**config.mk**
```make
export PLATFORM = sky130hd
export DESIGN_NAME = hmw_match
export DESIGN_NICKNAME = d
export VERILOG_FILES = /design/src/hw/rtl/hmw_pkg.sv /design/src/hw/rtl/hmw_match.sv
export SDC_FILE = /design/constraint.sdc
export NUM_CORES = 1
export LEC_CHECK = 0
export BUFFER_PORTS_ARGS = -buffer_cell sky130_fd_sc_hd__clkbuf_2
export CAP_MARGIN = 20
export CORE_MARGIN = 2
export CORE_UTILIZATION = 50
export DETAILED_ROUTE_END_ITERATION = 6
export PLACE_DENSITY_LB_ADDON = 0.2
export SYNTH_ARGS = -nofsm -noshare
export SYNTH_HDL_FRONTEND = slang
export SYNTH_SLANG_ARGS = --single-unit
```
**constraint.sdc**
```tcl
create_clock -name clk -period 7.6 [get_ports clk]
set_clock_uncertainty 0.05 [all_clocks]
set_input_delay 1.14 -clock clk [delete_from_list [all_inputs] [get_ports clk]]
set_output_delay 1.14 -clock clk [all_outputs]
set_load 0.02 [all_outputs]
```
**src/hw/rtl/hmw_pkg.sv**
```systemverilog
package hmw_pkg;

  localparam int PIX_W      = 8;
  localparam int CELL_W     = PIX_W + 1;  // pixel and mask bit
  localparam int SE_INDEX_W = 4;
  localparam int ROWS_W     = 11;
  localparam int COLS_W     = 16;
  localparam int CFG_IDX_W  = 2;
  localparam int CFG_DATA_W = 16;

  localparam logic [CFG_IDX_W-1:0] CFG_IMAGE_ROWS  = 2'd0;
  localparam logic [CFG_IDX_W-1:0] CFG_IMAGE_COLS  = 2'd1;
  localparam logic [CFG_IDX_W-1:0] CFG_MASK_ENABLE = 2'd2;

  localparam logic KIND_PIXEL = 1'b0;
  localparam logic KIND_LOAD  = 1'b1;

  typedef struct packed {
    logic                  kind;
    logic [PIX_W-1:0]      pixel;
    logic                  mask_bit;
    logic [SE_INDEX_W-1:0] se_index;
    logic [PIX_W-1:0]      se_fit;
    logic [PIX_W-1:0]      se_miss;
  } hmw_in_t;

  typedef struct packed {
    logic hit;
    logic last_result;
  } hmw_out_t;

  // match stage control
  typedef struct packed {
    logic valid;
    logic emit;
    logic last;
  } hmw_ctl_t;

endpackage

```
**src/hw/rtl/hmw_match.sv**
```systemverilog
module hmw_match import hmw_pkg::*; #(
  parameter int HALF_HEIGHT = 1,
  parameter int HALF_WIDTH  = 1,
  parameter int SW          = 2
) (
  input  logic                                      clk,
  input  logic                                      rst_n,
  input  hmw_ctl_t                                  ctl,
  input  logic                                      advance,
  input  logic [SW-1:0]                             slot,
  input  logic [CELL_W-1:0]                         in_word,
  input  logic [(2*HALF_WIDTH+1)-1:0][CELL_W-1:0]   rd_data,
  input  logic                                      mask_enable,
  input  logic                                      load_en,
  input  logic [SE_INDEX_W-1:0]                     load_index,
  input  logic [PIX_W-1:0]                          load_fit,
  input  logic [PIX_W-1:0]                          load_miss,
  output logic                                      hit
);

  localparam int WIN_H    = 2 * HALF_HEIGHT + 1;
  localparam int WIN_W    = 2 * HALF_WIDTH + 1;
  localparam int WIN_SIZE = WIN_H * WIN_W;
  localparam int TAPS     = (HALF_HEIGHT > 0) ? 2 * HALF_HEIGHT : 1;

  logic [PIX_W-1:0]  fit_r  [WIN_SIZE];
  logic [PIX_W-1:0]  miss_r [WIN_SIZE];
  logic [CELL_W-1:0] tap_r  [TAPS][WIN_W];
  logic [CELL_W-1:0] cur    [WIN_W];
  logic [CELL_W-1:0] wnd    [WIN_H][WIN_W];
  logic              ok;

  always_ff @(posedge clk) begin
    if (!rst_n) begin
      for (int e = 0; e < WIN_SIZE; e++) begin
        fit_r[e]  <= '0;
        miss_r[e] <= '0;
      end
    end else if (load_en) begin
      for (int e = 0; e < WIN_SIZE; e++) begin
        if (32'(load_index) == e) begin
          fit_r[e]  <= load_fit;
          miss_r[e] <= load_miss;
        end
      end
    end
  end

  // current column vector in window column order, oldest column first
  always_comb begin
    int sel;
    for (int dc = 0; dc < WIN_W; dc++) begin
      sel = int'(slot) + 1 + dc;
      if (sel >= WIN_W) begin
        sel = sel - WIN_W;
      end
      cur[dc] = in_word;
      for (int j = 0; j < WIN_W; j++) begin
        if (j == sel && sel != int'(slot)) begin
          cur[dc] = rd_data[j];
        end
      end
    end
  end

  always_ff @(posedge clk) begin
    if (ctl.valid && advance) begin
      tap_r[0] <= cur;
      for (int k = 1; k < TAPS; k++) begin
        tap_r[k] <= tap_r[k-1];
      end
    end
  end

  always_comb begin
    for (int dr = 0; dr < WIN_H; dr++) begin
      if (dr == WIN_H - 1) begin
        wnd[dr] = cur;
      end else begin
        wnd[dr] = tap_r[WIN_H-2-dr];
      end
    end
  end

  always_comb begin
    ok = 1'b1;
    for (int dc = 0; dc < WIN_W; dc++) begin
      for (int dr = 0; dr < WIN_H; dr++) begin
        if (fit_r[dc*WIN_H+dr] != wnd[dr][dc][CELL_W-1:1] ||
            miss_r[dc*WIN_H+dr] == wnd[dr][dc][CELL_W-1:1]) begin
          ok = 1'b0;
        end
      end
    end
  end

  assign hit = ok && !(mask_enable && !wnd[HALF_HEIGHT][HALF_WIDTH][0]);

endmodule

```
Yosys cells after proc, flatten, opt, wreduce, memory -nomap -nowiden --
Memory sizes are Yosys's and may differ from the RTL's. Index checks and enable logic that the tools add are counted.
Storage, ports and cells: input bits 66, memories 3, word-level logic and storage cells 170, output and inout port bits 1, register bits after elaboration 0, RAM bits 198
Memory list:
- fit_r | depth 9, bits a word 8, read ports 9, clocked after Yosys merged registers in 0, write ports 9, RTL line hmw_match.sv:26 | logic [PIX_W-1:0] fit_r [WIN_SIZE];
- miss_r | depth 9, bits a word 8, read ports 9, clocked after Yosys merged registers in 0, write ports 9, RTL line hmw_match.sv:27 | logic [PIX_W-1:0] miss_r [WIN_SIZE];
- tap_r | depth 2, bits a word 27, read ports 2, clocked after Yosys merged registers in 0, write ports 2, RTL line hmw_match.sv:28 | logic [CELL_W-1:0] tap_r [TAPS][WIN_W];
Operators by class: muxes and demuxes 78, reduce and logical (&&, ||, !) cells 27, bitwise logic cells 18, $lt $le $gt $ge 3, $add $sub $neg 6, equal/unequal tests 35
Operators with widths (count):
- $mux 8 | 18
- $eq 2x32->1 const A | 3
- $eq 3x32->1 const A | 3
- $logic_not 32->1 | 3
- $mux 32 | 3
- $ne 32x3->1 | 3
- $mux 9 | 9
- $eq 8x8->1 | 9
- $ne 8x8->1 | 9
- $ge 32x3->1 const B | 2
- $sub 32x3->32 const B | 2
- $mux 1 | 48
- $add 32x2->32 const B | 1
- $or 1x1->1 | 18
- $eq 4x3->1 const B | 4
- $logic_and 1x1->1 | 12
- $logic_or 1x1->1 | 9
- $eq 4x2->1 const B | 2
- $sub 4x2->5 const B | 1
- $add 3x2->4 const B | 1
- $eq 4x1->1 const B | 1
- $eq 4x4->1 const B | 1
- $ge 4x2->1 const B | 1
- $logic_not 4->1 | 1
- 2 further kinds | 3

Longest topological paths before layout --
word-level depth 18, mapped depth 12, mapped depth without buffers 10

Least setup slack after synthesis --
No wires, ideal clock.
kind input-to-output, start in slot[0], end out hit, buffers on the path 0, arrival time 3.712 ns, stages 10, path slack 2.698 ns, cell sequence inv_1 > ha_1 > or2b_1 > mux2i_1 > nor4b_1 > o32ai_1 > xnor2_1 > o2111ai_1 > or3_1 > o311a_1
RTL lines:
- start, declared | RTL line hmw_match.sv:10 | input logic [SW-1:0] slot,
- end, declared | RTL line hmw_match.sv:18 | output logic hit

==> flow_metrics.env <==
export IMPL_status="finished clean"
export IMPL_r2r_setup_slack_ns=6.74
export IMPL_ys_types=61
export IMPL_power_leakage_nw=3.80
export IMPL_wl_per_cell_um=25.4
export IMPL_grt_pass1_vias=6325
export IMPL_die_y_um=143
export IMPL_synth_adder_area_share_pct=0.901
export IMPL_hpwl_um=19500
export IMPL_synth_edff_count=193
export IMPL_hold_depth=0
export IMPL_drtPass1Iterations=5
export IMPL_crit_chain="clkbuf_2 > inv_1 > ha_1 > buf_4 > inv_1 > mux2_2 > a21oi_1 > o32ai_1 > xnor2_1 > o2111ai_1 > or3_1 > o311a_1 > clkbuf_2"
export IMPL_min_period_ns=6.11
export IMPL_clk_path_buf_depth=2
export IMPL_grt_pass1_wl_um=40800
export IMPL_worst_pin_slew_ns=0.984
export IMPL_viasPerCell=5.98
export IMPL_yosys_area_share_simple_pct=8.11
export IMPL_synth_area_mux_share_pct=2.78
export IMPL_grt_max_degree=50
export IMPL_pin_count=67
export IMPL_clock_latency_ns=0.43
export IMPL_drc=0
export IMPL_antenna_found_initial=1
export IMPL_die_w_um=143
export IMPL_synth_compound_area_share_pct=9.51
export IMPL_hold_class="flop to flop"
export IMPL_fin_crit_sh_pct=80.4
export IMPL_max_cap_viol_count=0
export IMPL_critical_path_max_fanout=47
export IMPL_yosys_most_used_dff="edfxtp_1"
export IMPL_drive_gt1_share_pct=15.7
export IMPL_critPathKind="input port to primary output"
export IMPL_synthCells=742
export IMPL_num_vias=6463
export IMPL_setup_slack_ns=1.49
export IMPL_total_power_w=0.00255
export IMPL_clk_pin_slew_ns=0.07
export IMPL_routed_wl_um=27500
export IMPL_placed_area_um2=10300
export IMPL_cts_buffers=17
export IMPL_synth_nets=815
export IMPL_end_kind="primary output"
export IMPL_ant_nets=0
export IMPL_dieArea_um2=20600
export IMPL_fmax_ghz=0.164
export IMPL_cts_repair_resized=0
export IMPL_syn_cell_area_um2=9720
export IMPL_postCtsHoldBufs=0
export IMPL_preCtsSetupSlack_ns=1.53
export IMPL_hold_violations=0
export IMPL_path_buf_inv=5
export IMPL_overflow=0
export IMPL_port_buffers=64
export IMPL_grt_use_total_pct=28.1
export IMPL_synth_top_family_by_area="XOR/XNOR gates"
export IMPL_tns_ns=0
export IMPL_synth_xor_area_share_pct=16.6
export IMPL_syn_avg_cell_area_um2=13.1
export IMPL_startpoint_type="input port"
export IMPL_path_depth=13
export IMPL_required_ns=6.41
export IMPL_clock_sinks=193
export IMPL_cpPeakStageDelay_ns=0.73
export IMPL_cpLargestDelayFamily="compound AO/OA/AOI/OAI gates"
export IMPL_ys_ff_latch=193
export IMPL_worstPathArrival_ns=4.92
export IMPL_routabilityCongestion=0.903
export IMPL_core_area_um2=18900
export IMPL_syn2layout_area_growth_pct=11.9
export IMPL_final_max_slew_viol_count=0
export IMPL_row_count=50
export IMPL_nets=880
export IMPL_yosysSeqAreaShare_pct=59.6
export IMPL_relSlewSlack_pct=34.4
export IMPL_p_per_area_nw_per_um2=234
export IMPL_worstRegToRegCells=0
export IMPL_cp_slowest_cell="o32ai_1"
export IMPL_drt_iter0_drc=846
export IMPL_finalSetupViolCount=0
export IMPL_design_area_um2=10900
export IMPL_yosysWarnings=0
export IMPL_ir_worst_vdd_uv=171
export IMPL_grt_setup_unrepaired="false"
export IMPL_cts_max_level=4
export IMPL_clock_root_buffer="clkbuf_16"
export IMPL_initial_core_util_pct=51.5
export IMPL_cts_tree="built"
export IMPL_ys_async_sr_fraction_pct=0
export IMPL_utilization_pct=57.6
export IMPL_postCtsSetupBuffers=0
==> cell usage in the layout, fill, tap and decap left out, drive strengths merged, types with 5 or more instances in the layout <==
master,instances
edfxtp,193
ha,7
xor2,92
clkbuf,82
o22ai,8
o21ai,36
nor2,21
a22oi,5
inv,29
nand3,10
nor4,18
mux2,8
nand2,23
a211oi,8
buf,14
a21o,8
nand4,16
a21oi,25
xnor2,90
nand2b,5
and2,17
nor3,7
nor2b,7
mux2i,18
clkinv,7
==> report_power, final <==
| group | total (W) | switching, W | leakage [nW] | internal (W) |
|---|---|---|---|---|
| registers | 0.00132 | 0.0000571 | 1.84 | 0.00126 |
| logic | 0.000368 | 0.000223 | 1.68 | 0.000145 |
| clock network | 0.000864 | 0.000405 | 0.275 | 0.000459 |
==> stage by stage <==
stage | hold WS, ns | std cells
after floorplan | 0.441 | 742
final | 0.481 | 1081
after global placement | 0.451 | 1048
after detailed placement | 0.460 | 1048
after global routing | 0.502 | 1080
after CTS | 0.481 | 1080
==> Yosys cell counts (5+ instances only) <==
| master | number | share of area, % |
|---|---|---|
| nand4_1 | 16 | 1.0 |
| a21oi_1 | 25 | 1.3 |
| nor3_1 | 7 | 0.36 |
| a22oi_1 | 5 | 0.39 |
| inv_1 | 24 | 0.93 |
| nor2b_1 | 7 | 0.45 |
| xor2_1 | 90 | 8.1 |
| mux2i_1 | 18 | 1.9 |
| nor4_1 | 18 | 1.2 |
| clkbuf_1 | 24 | 0.93 |
| nand2_1 | 23 | 0.89 |
| a21o_1 | 8 | 0.62 |
| o21ai_0 | 35 | 1.8 |
| nor2_1 | 21 | 0.81 |
| and2_1 | 17 | 1.1 |
| edfxtp_1 | 193 | 60 |
| o22ai_1 | 8 | 0.51 |
| nand3_1 | 10 | 0.51 |
| xnor2_1 | 90 | 8.1 |
| ha_1 | 7 | 0.90 |
| mux2_2 | 8 | 0.93 |
| a211oi_1 | 8 | 0.62 |
| nand2b_1 | 5 | 0.32 |
==> routing by layer <==
metal	track usage (%)	vias to the layer above	wire length, um
met5	0	-	0
met4	8.72	0	752
met3	5.10	44	2010
met2	40.9	320	12000
met1	42.8	3207	12700
li1	-	2892	-
==> worst paths after layout <==
| kind | from | to |
|---|---|---|
| max | slot[0] | hit |
| min | tap_r[0][25] | tap_r[0][52] |
| max reg2reg | tap_r[0][21] | tap_r[0][48] |
| min reg2reg | tap_r[0][25] | tap_r[0][52] |
==> kinds of logic (layout without fill, tap and decap cells) <==
kind of cell,Yosys count,count (layout)
muxes,26,26
xor gates and xnor gates,182,182
buffers and inverters,56,134
other,0,1
AOI/OAI and AO/OA,135,135
and+or+nand+nor,143,143
adders and majority gates,7,7
DFF,193,193
==> state kept, by name, indices dropped and copies added, names as in the netlist <==
| register | cells |
|---|---|
| miss_r | 72 |
| tap_r | 49 |
| fit_r | 72 |
==> final cells by class <==
class                      instances  area (um^2)
fill                            1574         8010
clock inverter                    14          133
tap                              260          325
timing repair buffer              78          425
inverter                          24         90.1
antenna                            1         2.50
sequential                       193         5800
multi-input combinational        493         3680
clock buffer                      18          429
No activity file was read; power rests on OpenSTA's default activity.
